### config.mk
export PLATFORM = sky130hd
export DESIGN_NAME = midpoint_circle_rasterizer
export DESIGN_NICKNAME = d
export VERILOG_FILES = /design/src/rtl/core/mcr_pkg.sv /design/src/rtl/core/mcr_queue.sv /design/src/rtl/core/mcr_front.sv /design/src/rtl/core/mcr_back.sv /design/src/rtl/core/midpoint_circle_rasterizer.sv
export SDC_FILE = /design/constraint.sdc
export NUM_CORES = 1
export LEC_CHECK = 0
export BUFFER_PORTS_ARGS = -buffer_cell sky130_fd_sc_hd__buf_2
export CORE_ASPECT_RATIO = 1.1
export CORE_MARGIN = 2
export CORE_UTILIZATION = 40
export DETAILED_ROUTE_END_ITERATION = 8
export GPL_TIMING_DRIVEN = 0
export PLACE_DENSITY = 0.67
export SKIP_LAST_GASP = 1
export SYNTH_ARGS = -nofsm -noshare
export SYNTH_HDL_FRONTEND = slang
export SYNTH_SLANG_ARGS = --single-unit
### constraint.sdc
create_clock -name clk -period 11.8 [get_ports clk]
set_input_delay 1.18 -clock clk [delete_from_list [all_inputs] [get_ports clk]]
set_output_delay 1.18 -clock clk [all_outputs]
set_load 0.01 [all_outputs]
### src/rtl/core/mcr_pkg.sv
package mcr_pkg;

    localparam int COORD_BITS = 12;

    localparam int POS_W   = 13;
    localparam int RAD_W   = 12;
    localparam int LW_W    = 8;
    localparam int HW_W    = LW_W - 1;
    localparam int OFF_W   = 9;
    localparam int XY_W    = 14;
    localparam int DEC_W   = 18;
    localparam int PT_W    = 15;
    localparam int DIM_W   = 13;
    localparam int COLOR_W = 24;

    localparam int PTS_PER_STEP = 8;
    localparam int K_W          = $clog2(PTS_PER_STEP);

    localparam int QDEPTH = 2;
    localparam int QPTR_W = (QDEPTH > 1) ? $clog2(QDEPTH) : 1;
    localparam int QCNT_W = $clog2(QDEPTH + 1);

    localparam int ADDR_W = 4;
    localparam int DATA_W = 32;

    localparam logic [DIM_W-1:0]   ROWS_RST  = DIM_W'(480);
    localparam logic [DIM_W-1:0]   COLS_RST  = DIM_W'(640);
    localparam logic [COLOR_W-1:0] COLOR_RST = COLOR_W'(24'hFFFFFF);

    typedef enum logic {
        FUNC_START = 1'b0,
        FUNC_STEP  = 1'b1
    } func_t;

    typedef enum logic [1:0] {
        REG_IMAGE_ROWS = 2'd0,
        REG_IMAGE_COLS = 2'd1,
        REG_DRAW_COLOR = 2'd2
    } reg_idx_t;

    typedef struct packed {
        logic signed [POS_W-1:0] cen_row;
        logic signed [POS_W-1:0] cen_col;
        logic signed [XY_W-1:0]  x;
        logic signed [XY_W-1:0]  y;
        logic                    done;
    } job_t;

endpackage

### src/rtl/core/mcr_queue.sv
module mcr_queue (
    input  logic          clk,
    input  logic          rst_n,
    input  logic          wr_en,
    input  mcr_pkg::job_t wr_data,
    output logic          full,
    input  logic          rd_en,
    output mcr_pkg::job_t rd_data,
    output logic          rd_valid
);
    import mcr_pkg::*;

    job_t              mem [QDEPTH];
    logic [QPTR_W-1:0] wr_ptr_reg, wr_ptr_next;
    logic [QPTR_W-1:0] rd_ptr_reg, rd_ptr_next;
    logic [QCNT_W-1:0] count_reg, count_next;
    logic              do_wr, do_rd;

    function automatic logic [QPTR_W-1:0] ptr_inc(input logic [QPTR_W-1:0] p);
        if (p == QPTR_W'(QDEPTH - 1))
        begin
            return '0;
        end
        return p + QPTR_W'(1);
    endfunction

    assign full     = (count_reg == QCNT_W'(QDEPTH));
    assign rd_valid = (count_reg != '0);
    assign do_wr    = wr_en && !full;
    assign do_rd    = rd_en && rd_valid;
    assign rd_data  = mem[rd_ptr_reg];

    always_comb
    begin
        wr_ptr_next = do_wr ? ptr_inc(wr_ptr_reg) : wr_ptr_reg;
        rd_ptr_next = do_rd ? ptr_inc(rd_ptr_reg) : rd_ptr_reg;
        count_next  = count_reg;
        if (do_wr && !do_rd)
        begin
            count_next = count_reg + QCNT_W'(1);
        end
        else if (do_rd && !do_wr)
        begin
            count_next = count_reg - QCNT_W'(1);
        end
    end

    always_ff @(posedge clk or negedge rst_n)
    begin
        if (!rst_n)
        begin
            wr_ptr_reg <= '0;
            rd_ptr_reg <= '0;
            count_reg  <= '0;
        end
        else
        begin
            wr_ptr_reg <= wr_ptr_next;
            rd_ptr_reg <= rd_ptr_next;
            count_reg  <= count_next;
        end
    end

    always_ff @(posedge clk)
    begin
        if (do_wr)
        begin
            mem[wr_ptr_reg] <= wr_data;
        end
    end

endmodule

### src/rtl/core/mcr_front.sv
module mcr_front (
    input  logic                              clk,
    input  logic                              rst_n,
    input  logic                              take,
    input  logic                              func,
    input  logic signed [mcr_pkg::POS_W-1:0]  center_x,
    input  logic signed [mcr_pkg::POS_W-1:0]  center_y,
    input  logic        [mcr_pkg::RAD_W-1:0]  radius,
    input  logic        [mcr_pkg::LW_W-1:0]   line_width,
    output logic                              job_push,
    output mcr_pkg::job_t                     job
);
    import mcr_pkg::*;

    localparam logic signed [DEC_W-1:0] DEC_INIT    = DEC_W'(3);
    localparam logic signed [DEC_W-1:0] DEC_POS_INC = DEC_W'(10);
    localparam logic signed [DEC_W-1:0] DEC_NEG_INC = DEC_W'(6);
    localparam logic signed [XY_W-1:0]  XY_ONE      = XY_W'(1);
    localparam logic signed [OFF_W-1:0] OFF_ONE     = OFF_W'(1);

    logic                     active_reg, active_next;
    logic signed [POS_W-1:0]  cr_reg, cr_next;
    logic signed [POS_W-1:0]  cc_reg, cc_next;
    logic        [RAD_W-1:0]  base_reg, base_next;
    logic        [HW_W-1:0]   hw_reg, hw_next;
    logic signed [OFF_W-1:0]  off_reg, off_next;
    logic signed [XY_W-1:0]   x_reg, x_next;
    logic signed [XY_W-1:0]   y_reg, y_next;
    logic signed [DEC_W-1:0]  d_reg, d_next;

    logic                     is_start;
    logic        [HW_W-1:0]   hw_in;
    logic signed [XY_W-1:0]   rad_s, hw_s, off_w, r_start, r_ring;
    logic signed [XY_W-1:0]   diff, x_inc, y_dec, y_n;
    logic signed [OFF_W-1:0]  off_inc;
    logic signed [DEC_W-1:0]  d_pos, d_neg, d_n;
    logic                     ring_end, more_rings, done_flag;

    function automatic logic signed [DEC_W-1:0] ring_dec(input logic signed [XY_W-1:0] r);
        logic signed [DEC_W-1:0] re;
        re = DEC_W'(r);
        return DEC_INIT - (re <<< 1);
    endfunction

    always_comb
    begin
        is_start = take && (func_t'(func) == FUNC_START);
        job_push = take && (func_t'(func) == FUNC_STEP) && active_reg;

        hw_in   = line_width[LW_W-1:1];
        rad_s   = signed'(XY_W'(radius));
        hw_s    = signed'(XY_W'(hw_in));
        off_w   = (rad_s < hw_s) ? -rad_s : -hw_s;
        r_start = rad_s + off_w;

        off_inc = off_reg + OFF_ONE;
        r_ring  = signed'(XY_W'(base_reg)) + XY_W'(off_inc);

        diff  = x_reg - y_reg;
        d_pos = d_reg + (DEC_W'(diff) <<< 2) + DEC_POS_INC;
        d_neg = d_reg + (DEC_W'(x_reg) <<< 2) + DEC_NEG_INC;
        x_inc = x_reg + XY_ONE;
        y_dec = y_reg - XY_ONE;
        y_n   = d_reg[DEC_W-1] ? y_reg : y_dec;
        d_n   = d_reg[DEC_W-1] ? d_neg : d_pos;

        ring_end   = (x_inc > y_n);
        more_rings = (off_reg < signed'(OFF_W'(hw_reg)));
        done_flag  = ring_end && !more_rings;

        active_next = active_reg;
        cr_next     = cr_reg;
        cc_next     = cc_reg;
        base_next   = base_reg;
        hw_next     = hw_reg;
        off_next    = off_reg;
        x_next      = x_reg;
        y_next      = y_reg;
        d_next      = d_reg;

        if (is_start)
        begin
            active_next = 1'b1;
            cr_next     = center_y;
            cc_next     = center_x;
            base_next   = radius;
            hw_next     = hw_in;
            off_next    = OFF_W'(off_w);
            x_next      = '0;
            y_next      = r_start;
            d_next      = ring_dec(r_start);
        end
        else if (job_push)
        begin
            if (!ring_end)
            begin
                x_next = x_inc;
                y_next = y_n;
                d_next = d_n;
            end
            else if (more_rings)
            begin
                off_next = off_inc;
                x_next   = '0;
                y_next   = r_ring;
                d_next   = ring_dec(r_ring);
            end
            else
            begin
                active_next = 1'b0;
            end
        end

        job.cen_row = cr_reg;
        job.cen_col = cc_reg;
        job.x       = x_reg;
        job.y       = y_reg;
        job.done    = done_flag;
    end

    always_ff @(posedge clk or negedge rst_n)
    begin
        if (!rst_n)
        begin
            active_reg <= 1'b0;
        end
        else
        begin
            active_reg <= active_next;
        end
    end

    always_ff @(posedge clk)
    begin
        cr_reg   <= cr_next;
        cc_reg   <= cc_next;
        base_reg <= base_next;
        hw_reg   <= hw_next;
        off_reg  <= off_next;
        x_reg    <= x_next;
        y_reg    <= y_next;
        d_reg    <= d_next;
    end

    a_push_needs_active: assert property (@(posedge clk) disable iff (!rst_n)
        job_push |-> active_reg)
        else $error("step request queued while no circle is active");

    a_done_ends_circle: assert property (@(posedge clk) disable iff (!rst_n)
        (job_push && job.done) |=> !active_reg)
        else $error("circle still active after final ring");

    a_offset_in_range: assert property (@(posedge clk) disable iff (!rst_n)
        active_reg |-> (off_reg <= signed'(OFF_W'(hw_reg))))
        else $error("ring offset beyond half width");

endmodule

### src/rtl/core/mcr_back.sv
module mcr_back (
    input  logic                              clk,
    input  logic                              rst_n,
    input  logic                              job_valid,
    input  mcr_pkg::job_t                     job,
    output logic                              job_pop,
    input  logic [mcr_pkg::DIM_W-1:0]         image_rows,
    input  logic [mcr_pkg::DIM_W-1:0]         image_cols,
    input  logic [mcr_pkg::COLOR_W-1:0]       draw_color,
    output logic                              empty,
    input  logic                              pop,
    output logic [mcr_pkg::COORD_BITS-1:0]    pixel_row,
    output logic [mcr_pkg::COORD_BITS-1:0]    pixel_col,
    output logic [mcr_pkg::COLOR_W-1:0]       pixel_color,
    output logic                              last_of_step,
    output logic                              circle_done
);
    import mcr_pkg::*;

    localparam int LIM_W = (COORD_BITS + 1 > DIM_W) ? COORD_BITS + 1 : DIM_W;
    localparam int CMP_W = ((LIM_W > PT_W) ? LIM_W : PT_W) + 1;
    localparam logic [LIM_W-1:0] CAP     = LIM_W'(1) << COORD_BITS;
    localparam logic [K_W-1:0]   LAST_PT = K_W'(PTS_PER_STEP - 1);

    logic [K_W-1:0]        k_reg, k_next;
    logic                  ov_reg, ov_next;
    logic [COORD_BITS-1:0] row_reg, col_reg;
    logic [COLOR_W-1:0]    color_reg;
    logic                  last_reg, done_reg;

    logic                  emit, swap, is_last;
    logic signed [PT_W-1:0] rterm, cterm, row_v, col_v;

    function automatic logic [COORD_BITS-1:0] clamp_coord(
        input logic signed [PT_W-1:0] v,
        input logic        [DIM_W-1:0] size
    );
        logic        [LIM_W-1:0] lim;
        logic        [LIM_W-1:0] maxv;
        logic signed [CMP_W-1:0] vv;
        logic signed [CMP_W-1:0] mm;
        lim = LIM_W'(size);
        if (lim == '0)
        begin
            lim = LIM_W'(1);
        end
        if (lim > CAP)
        begin
            lim = CAP;
        end
        maxv = lim - LIM_W'(1);
        vv   = CMP_W'(v);
        mm   = signed'(CMP_W'(maxv));
        if (vv < 0)
        begin
            return '0;
        end
        if (vv > mm)
        begin
            return maxv[COORD_BITS-1:0];
        end
        return vv[COORD_BITS-1:0];
    endfunction

    always_comb
    begin
        emit    = job_valid && (!ov_reg || pop);
        is_last = (k_reg == LAST_PT);
        job_pop = emit && is_last;

        // octants 0..3 put y on the row, 4..7 put x on the row
        swap  = k_reg[2];
        rterm = swap ? PT_W'(job.x) : PT_W'(job.y);
        cterm = swap ? PT_W'(job.y) : PT_W'(job.x);
        row_v = PT_W'(job.cen_row) + (k_reg[0] ? -rterm : rterm);
        col_v = PT_W'(job.cen_col) + (k_reg[1] ? -cterm : cterm);

        k_next = k_reg;
        if (emit)
        begin
            k_next = is_last ? '0 : k_reg + K_W'(1);
        end

        ov_next = ov_reg;
        if (emit)
        begin
            ov_next = 1'b1;
        end
        else if (pop)
        begin
            ov_next = 1'b0;
        end
    end

    always_ff @(posedge clk or negedge rst_n)
    begin
        if (!rst_n)
        begin
            k_reg  <= '0;
            ov_reg <= 1'b0;
        end
        else
        begin
            k_reg  <= k_next;
            ov_reg <= ov_next;
        end
    end

    always_ff @(posedge clk)
    begin
        if (emit)
        begin
            row_reg   <= clamp_coord(row_v, image_rows);
            col_reg   <= clamp_coord(col_v, image_cols);
            color_reg <= draw_color;
            last_reg  <= is_last;
            done_reg  <= is_last && job.done;
        end
    end

    assign empty        = !ov_reg;
    assign pixel_row    = row_reg;
    assign pixel_col    = col_reg;
    assign pixel_color  = color_reg;
    assign last_of_step = last_reg;
    assign circle_done  = done_reg;

    a_done_on_last: assert property (@(posedge clk) disable iff (!rst_n)
        (ov_reg && done_reg) |-> last_reg)
        else $error("circle done flagged on a point other than the eighth");

    a_job_held: assert property (@(posedge clk) disable iff (!rst_n)
        (k_reg != '0) |-> (job_valid && $stable(job)))
        else $error("step request changed while its points were being drawn");

    a_drop_only_on_pop: assert property (@(posedge clk) disable iff (!rst_n)
        $fell(ov_reg) |-> $past(pop))
        else $error("point dropped without being taken");

endmodule

### src/rtl/core/midpoint_circle_rasterizer.sv
// Midpoint circle rasterizer. A start request (func 0) latches center, radius and line width
// and produces no points; each step request (func 1) produces eight mirrored points of the
// current ring, clamped to the image, with last_of_step on the eighth and circle_done on the
// eighth point of the final step of the final ring. Steps while no circle is active are taken
// and dropped. Rings run from radius - line_width/2 to radius + line_width/2, skipping
// negative radii. The front takes one request per cycle, unless the queue is full, into a
// two-entry step queue; the point emitter drains one point per cycle while its output
// register is empty or popped, so the sustained rate is set by the emitter. A taken step is
// queued before the emitter registers its first point. Write the configuration registers
// (image_rows at 0x0, image_cols at 0x4, draw_color at 0x8) only while the block is idle.
module midpoint_circle_rasterizer (
    input  logic                              clk,
    input  logic                              rst_n,
    input  logic                              psel,
    input  logic                              penable,
    input  logic                              pwrite,
    input  logic [mcr_pkg::ADDR_W-1:0]        paddr,
    input  logic [mcr_pkg::DATA_W-1:0]        pwdata,
    output logic [mcr_pkg::DATA_W-1:0]        prdata,
    output logic                              pready,
    input  logic                              push,
    output logic                              full,
    input  logic                              func,
    input  logic signed [mcr_pkg::POS_W-1:0]  center_x,
    input  logic signed [mcr_pkg::POS_W-1:0]  center_y,
    input  logic        [mcr_pkg::RAD_W-1:0]  radius,
    input  logic        [mcr_pkg::LW_W-1:0]   line_width,
    output logic                              empty,
    input  logic                              pop,
    output logic [mcr_pkg::COORD_BITS-1:0]    pixel_row,
    output logic [mcr_pkg::COORD_BITS-1:0]    pixel_col,
    output logic [mcr_pkg::COLOR_W-1:0]       pixel_color,
    output logic                              last_of_step,
    output logic                              circle_done
);
    import mcr_pkg::*;

    logic [DIM_W-1:0]   rows_reg, rows_next;
    logic [DIM_W-1:0]   cols_reg, cols_next;
    logic [COLOR_W-1:0] color_reg, color_next;
    logic               cfg_wr;
    reg_idx_t           cfg_idx;

    logic take;
    logic job_push, job_pop, q_full, q_valid;
    job_t job_in, job_out;

    assign pready  = 1'b1;
    assign cfg_wr  = psel && penable && pwrite && pready;
    assign cfg_idx = reg_idx_t'(paddr[3:2]);

    always_comb
    begin
        rows_next  = rows_reg;
        cols_next  = cols_reg;
        color_next = color_reg;
        if (cfg_wr)
        begin
            unique case (cfg_idx)
                REG_IMAGE_ROWS: rows_next  = pwdata[DIM_W-1:0];
                REG_IMAGE_COLS: cols_next  = pwdata[DIM_W-1:0];
                REG_DRAW_COLOR: color_next = pwdata[COLOR_W-1:0];
                default:        ;
            endcase
        end
    end

    always_comb
    begin
        unique case (cfg_idx)
            REG_IMAGE_ROWS: prdata = DATA_W'(rows_reg);
            REG_IMAGE_COLS: prdata = DATA_W'(cols_reg);
            REG_DRAW_COLOR: prdata = DATA_W'(color_reg);
            default:        prdata = '0;
        endcase
    end

    always_ff @(posedge clk or negedge rst_n)
    begin
        if (!rst_n)
        begin
            rows_reg  <= ROWS_RST;
            cols_reg  <= COLS_RST;
            color_reg <= COLOR_RST;
        end
        else
        begin
            rows_reg  <= rows_next;
            cols_reg  <= cols_next;
            color_reg <= color_next;
        end
    end

    assign full = q_full;
    assign take = push && !q_full;

    mcr_front u_front (
        .clk        (clk),
        .rst_n      (rst_n),
        .take       (take),
        .func       (func),
        .center_x   (center_x),
        .center_y   (center_y),
        .radius     (radius),
        .line_width (line_width),
        .job_push   (job_push),
        .job        (job_in)
    );

    mcr_queue u_queue (
        .clk      (clk),
        .rst_n    (rst_n),
        .wr_en    (job_push),
        .wr_data  (job_in),
        .full     (q_full),
        .rd_en    (job_pop),
        .rd_data  (job_out),
        .rd_valid (q_valid)
    );

    mcr_back u_back (
        .clk          (clk),
        .rst_n        (rst_n),
        .job_valid    (q_valid),
        .job          (job_out),
        .job_pop      (job_pop),
        .image_rows   (rows_reg),
        .image_cols   (cols_reg),
        .draw_color   (color_reg),
        .empty        (empty),
        .pop          (pop),
        .pixel_row    (pixel_row),
        .pixel_col    (pixel_col),
        .pixel_color  (pixel_color),
        .last_of_step (last_of_step),
        .circle_done  (circle_done)
    );

endmodule
==> run metrics <==
number of gates resized after CTS 0; leftover overflow at the end of global routing 0; setup slack at placement 4.55 ns; type of the worst setup path reg -> reg; number of diodes added for antenna fixing 0; clock tree from TritonCTS done; largest clock skew in the final design 0.0181 ns; port bufs 153; PnR worst setup slack 4.61 ns; Distinct cells, synth 73; mean area per synthesized cell 10.9 um2; number of antenna violations at the first check in global routing 2; clock latency of the later-clocked register in the worst-skew pair 0.55 ns; delay of the slowest cell on the worst path 0.72 ns; most repeated cell in the gate-level netlist after synthesis sky130_fd_sc_hd__edfxtp_1; sequential share of the synthesized area 43.5%; count of buffer and inverter cells on the critical path 7; fraction of final layout cells sized beyond drive strength 1 17.8%; final setup violation count 0; DP HPWL 42,800 um; dominant delay contributor by cell family on the critical path compound AO/OA/AOI/OAI gates; worst endpoint required time 12.16 ns; final-report hold violation count 0; Hold Crit Class reg -> reg; total via count in the routed design 15,800; worst-path maximum fanout 10; maximum operating frequency 139 MHz; yosys synthesis warning count 0; maximum number of pins on one net before global-route repair 60; proportion of power drawn by flip-flops and latches 23.3%; capture instance of the worst register-to-register path u_back.pixel_row[8]$_SDFFCE_PN0P_; highest ir drop seen on vdd 218 uV; Pleak 9.72 nW; top cell type's share of synthesized area 35.0%; Syn Std Cell Area 21,000 um2; switch share 44.7%; switching power 3.55 mW; Post-synth EDFFs 245; cell breakdown of the critical path buf_6 > buf_4 > buf_2 > clkbuf_1 > clkbuf_1 > mux2i_1 > inv_1 > ha_1 > a21o_1 > a21oi_1 > o21ai_0 > a21oi_1 > o21ai_0 > o311ai_0 > ha_1 > and4_1 > nand3_1 > o21ai_0 > o21ai_1 > clkbuf_1 > nor2_1 > a211oi_1; sink count of the clock tree 318; count of final max-slew check failures 0; number of cells traversed by the worst hold path 0; die height 245 um; highest routed metal layer met5; total power 7.93 mW; clock-pin slew of the registers on the worst-case setup and hold paths 0.06 ns; Synth area leaders sky130_fd_sc_hd__edfxtp_1, sky130_fd_sc_hd__ha_1, sky130_fd_sc_hd__xnor2_1; clock share of power 14.4%; synthesized netlist cell count 1,938; H-Tree Depth 2; transition at the pin with the smallest max-transition slack 0.924 ns; number of filler cells placed in the layout 4,827; Post-synth top flop sky130_fd_sc_hd__edfxtp_1; sum of met3 wire segment lengths after detailed routing 2750 um; Die X 223 um; antenna violation net count after detailed routing 0; clock root buffer master sky130_fd_sc_hd__clkbuf_16; clock buffer count from CTS 36; detailed-route DRC error count 0; Power per Cell Area 330 nW/um2; worst-case clock buffer depth 3; total I/O pin count 175; post-DR wirelength/cell 19.1 um; Worst path slowest cell sky130_fd_sc_hd__o21ai_1; vias in the first global route 15,800; met1 wire length 22,400 um; RSZ-0062 raised after global routing false; number of nets in the layout 2,435; Power Internal 4.39 mW; run status finished, final reports clean; post-synthesis to final-layout area growth 14.4%; DRC marker count from the first detailed-route iteration 976; setup tns final 0 ns; top cell type by total area after synthesis sky130_fd_sc_hd__edfxtp_1; final clock period utilization by the worst path 60.9%; data arrival time of the critical path 7.55 ns; area of the die 54,400 um2; overall track demand over capacity in global routing 19.9%; wire length of the first global-routing pass 85,600 um; share of async-settable or async-resettable flops after synthesis 18.6%; met2 WL post-DR 27,000 um; r2r worst-path depth 22; worst min-delay path endpoint u_queue.mem[1][47]$_DFFE_PP_; headroom to the max-slew limit 38.0%; Hold Buf Count CTS 0; post-CTS setup repair buffer count 0; area used by sequential logic in the layout 9150 um2; final wirelength 54,300 um; Initial Utilization 40.3%; placeable core region 52,200 um2; worst reg2reg path startpoint u_queue.rd_ptr_reg$_DFFE_PN0P_; critical path capture point type register; cell row count 88; routability cong. 0.951; list of most frequent post-synthesis cells sky130_fd_sc_hd__edfxtp_1, sky130_fd_sc_hd__ha_1, sky130_fd_sc_hd__nor2_1; footprint of the multi-input gates 11,200 um2; Comb pwr share 62.3%; number of synthesized register bits 318; worst hold start u_front.cr_reg[5]$_DFFE_PP_; time the worst path needs with I/O delays and setup 7.19 ns; r2r setup slk 4.61 ns; flip-flop count of the largest register, all copies and words added 110; Avg Vias per Cell 5.55; First-pass DRT Iterations 6; max-cap violation count 0; crit path launch type register
==> power by group through the flow <==
stage	clock, mW	combinational [mW]	sequential, mW
floorplan	0	3.63	1.85
global route	1.22	5.53	1.88
CTS	1.17	4.95	1.85
detailed placement	0	4.92	1.87
finish	1.14	4.94	1.85
global placement	0	4.79	1.88
==> how the worst max path moves through the flow <==
stage / from / end / slack [ns] / cells after the start
floorplan: line_width[2] / u_front.d_reg[15]$_DFFE_PP_ / 5.93 / 18
global placement: push / u_queue.mem[0][53]$_DFFE_PP_ / 3.89 / 3
detailed placement: u_queue.rd_ptr_reg$_DFFE_PN0P_ / u_back.pixel_row[8]$_SDFFCE_PN0P_ / 4.55 / 22
CTS: u_queue.rd_ptr_reg$_DFFE_PN0P_ / u_back.pixel_row[8]$_SDFFCE_PN0P_ / 4.52 / 22
global route: u_queue.rd_ptr_reg$_DFFE_PN0P_ / u_back.pixel_row[8]$_SDFFCE_PN0P_ / 3.90 / 22
finish: u_queue.rd_ptr_reg$_DFFE_PN0P_ / u_back.pixel_row[8]$_SDFFCE_PN0P_ / 4.61 / 22
==> kinds of logic (layout without fill, tap and decap cells) <==
family,after synthesis,in the layout,share of synthesized area (%)
flip-flops,318,318,43.5
buffers and inverters,175,402,3.38
other,2,9,0.0357
XOR/XNOR,177,177,7.43
adder cells (fa/ha/maj),199,199,12.1
AND/OR/NAND/NOR,516,516,11.8
AO/OA/AOI/OAI,402,402,12.4
multiplexers,149,149,9.34
==> layer usage <==
layer / vias to the layer above / global-route usage, %
met5: - / 0
met4: 2 / 8.17
met3: 121 / 2.97
met2: 461 / 35.6
met1: 7616 / 23.8
li1: 7596 / -
==> cell usage in the layout (no fill, tap or decap), types with 38 or more instances in the layout <==
cell type and n:
sky130_fd_sc_hd__a21oi_1 92, sky130_fd_sc_hd__buf_2 154, sky130_fd_sc_hd__clkbuf_1 48, sky130_fd_sc_hd__clkbuf_16 39, sky130_fd_sc_hd__edfxtp_1 245, sky130_fd_sc_hd__ha_1 192, sky130_fd_sc_hd__inv_1 110, sky130_fd_sc_hd__mux2_2 83
sky130_fd_sc_hd__mux2i_1 38, sky130_fd_sc_hd__nand2_1 122, sky130_fd_sc_hd__nand3_1 48, sky130_fd_sc_hd__nor2_1 146, sky130_fd_sc_hd__nor3_1 41, sky130_fd_sc_hd__o21ai_0 97, sky130_fd_sc_hd__xnor2_1 124, sky130_fd_sc_hd__xor2_1 52
==> final cells by class <==
type                    instances  share of cell area (%)
plain buffers                  65                    1.26
clock buffers                  48                    4.32
clock inverters                16                   0.691
inverters                     110                    1.72
multi-input cells            1452                    46.6
flip-flops and latches        318                    38.0
well taps                     675                    3.51
repair buffers                163                    3.88
==> stage by stage <==
stage | instances | hold WS [ns] | utilization [%] | cell area (um2)
floorplan | 1945 | 0.421 | - | 21100
global placement | 2773 | 0.427 | 43.4 | 22700
detailed placement | 2782 | 0.431 | 43.8 | 22800
CTS | 2846 | 0.445 | 46.1 | 24000
global route | 2847 | 0.450 | 46.1 | 24100
finish | 2847 | 0.441 | 46.1 | 24100
==> worst register-to-register path: stages, from the launching register on <==
cell                       delay, ns
sky130_fd_sc_hd__dfrtp_1        0.37
sky130_fd_sc_hd__buf_6          0.19
sky130_fd_sc_hd__buf_4          0.25
sky130_fd_sc_hd__buf_2          0.36
sky130_fd_sc_hd__clkbuf_1       0.67
sky130_fd_sc_hd__clkbuf_1       0.63
sky130_fd_sc_hd__mux2i_1        0.40
sky130_fd_sc_hd__inv_1          0.08
sky130_fd_sc_hd__ha_1           0.30
sky130_fd_sc_hd__a21o_1         0.18
sky130_fd_sc_hd__a21oi_1        0.26
sky130_fd_sc_hd__o21ai_0        0.12
sky130_fd_sc_hd__a21oi_1        0.23
sky130_fd_sc_hd__o21ai_0        0.22
sky130_fd_sc_hd__o311ai_0       0.59
sky130_fd_sc_hd__ha_1           0.34
sky130_fd_sc_hd__and4_1         0.21
sky130_fd_sc_hd__nand3_1        0.08
sky130_fd_sc_hd__o21ai_0        0.08
sky130_fd_sc_hd__o21ai_1        0.72
sky130_fd_sc_hd__clkbuf_1       0.40
sky130_fd_sc_hd__nor2_1         0.08
sky130_fd_sc_hd__a211oi_1       0.25
Note: power is estimated with default switching activity, not from simulation.
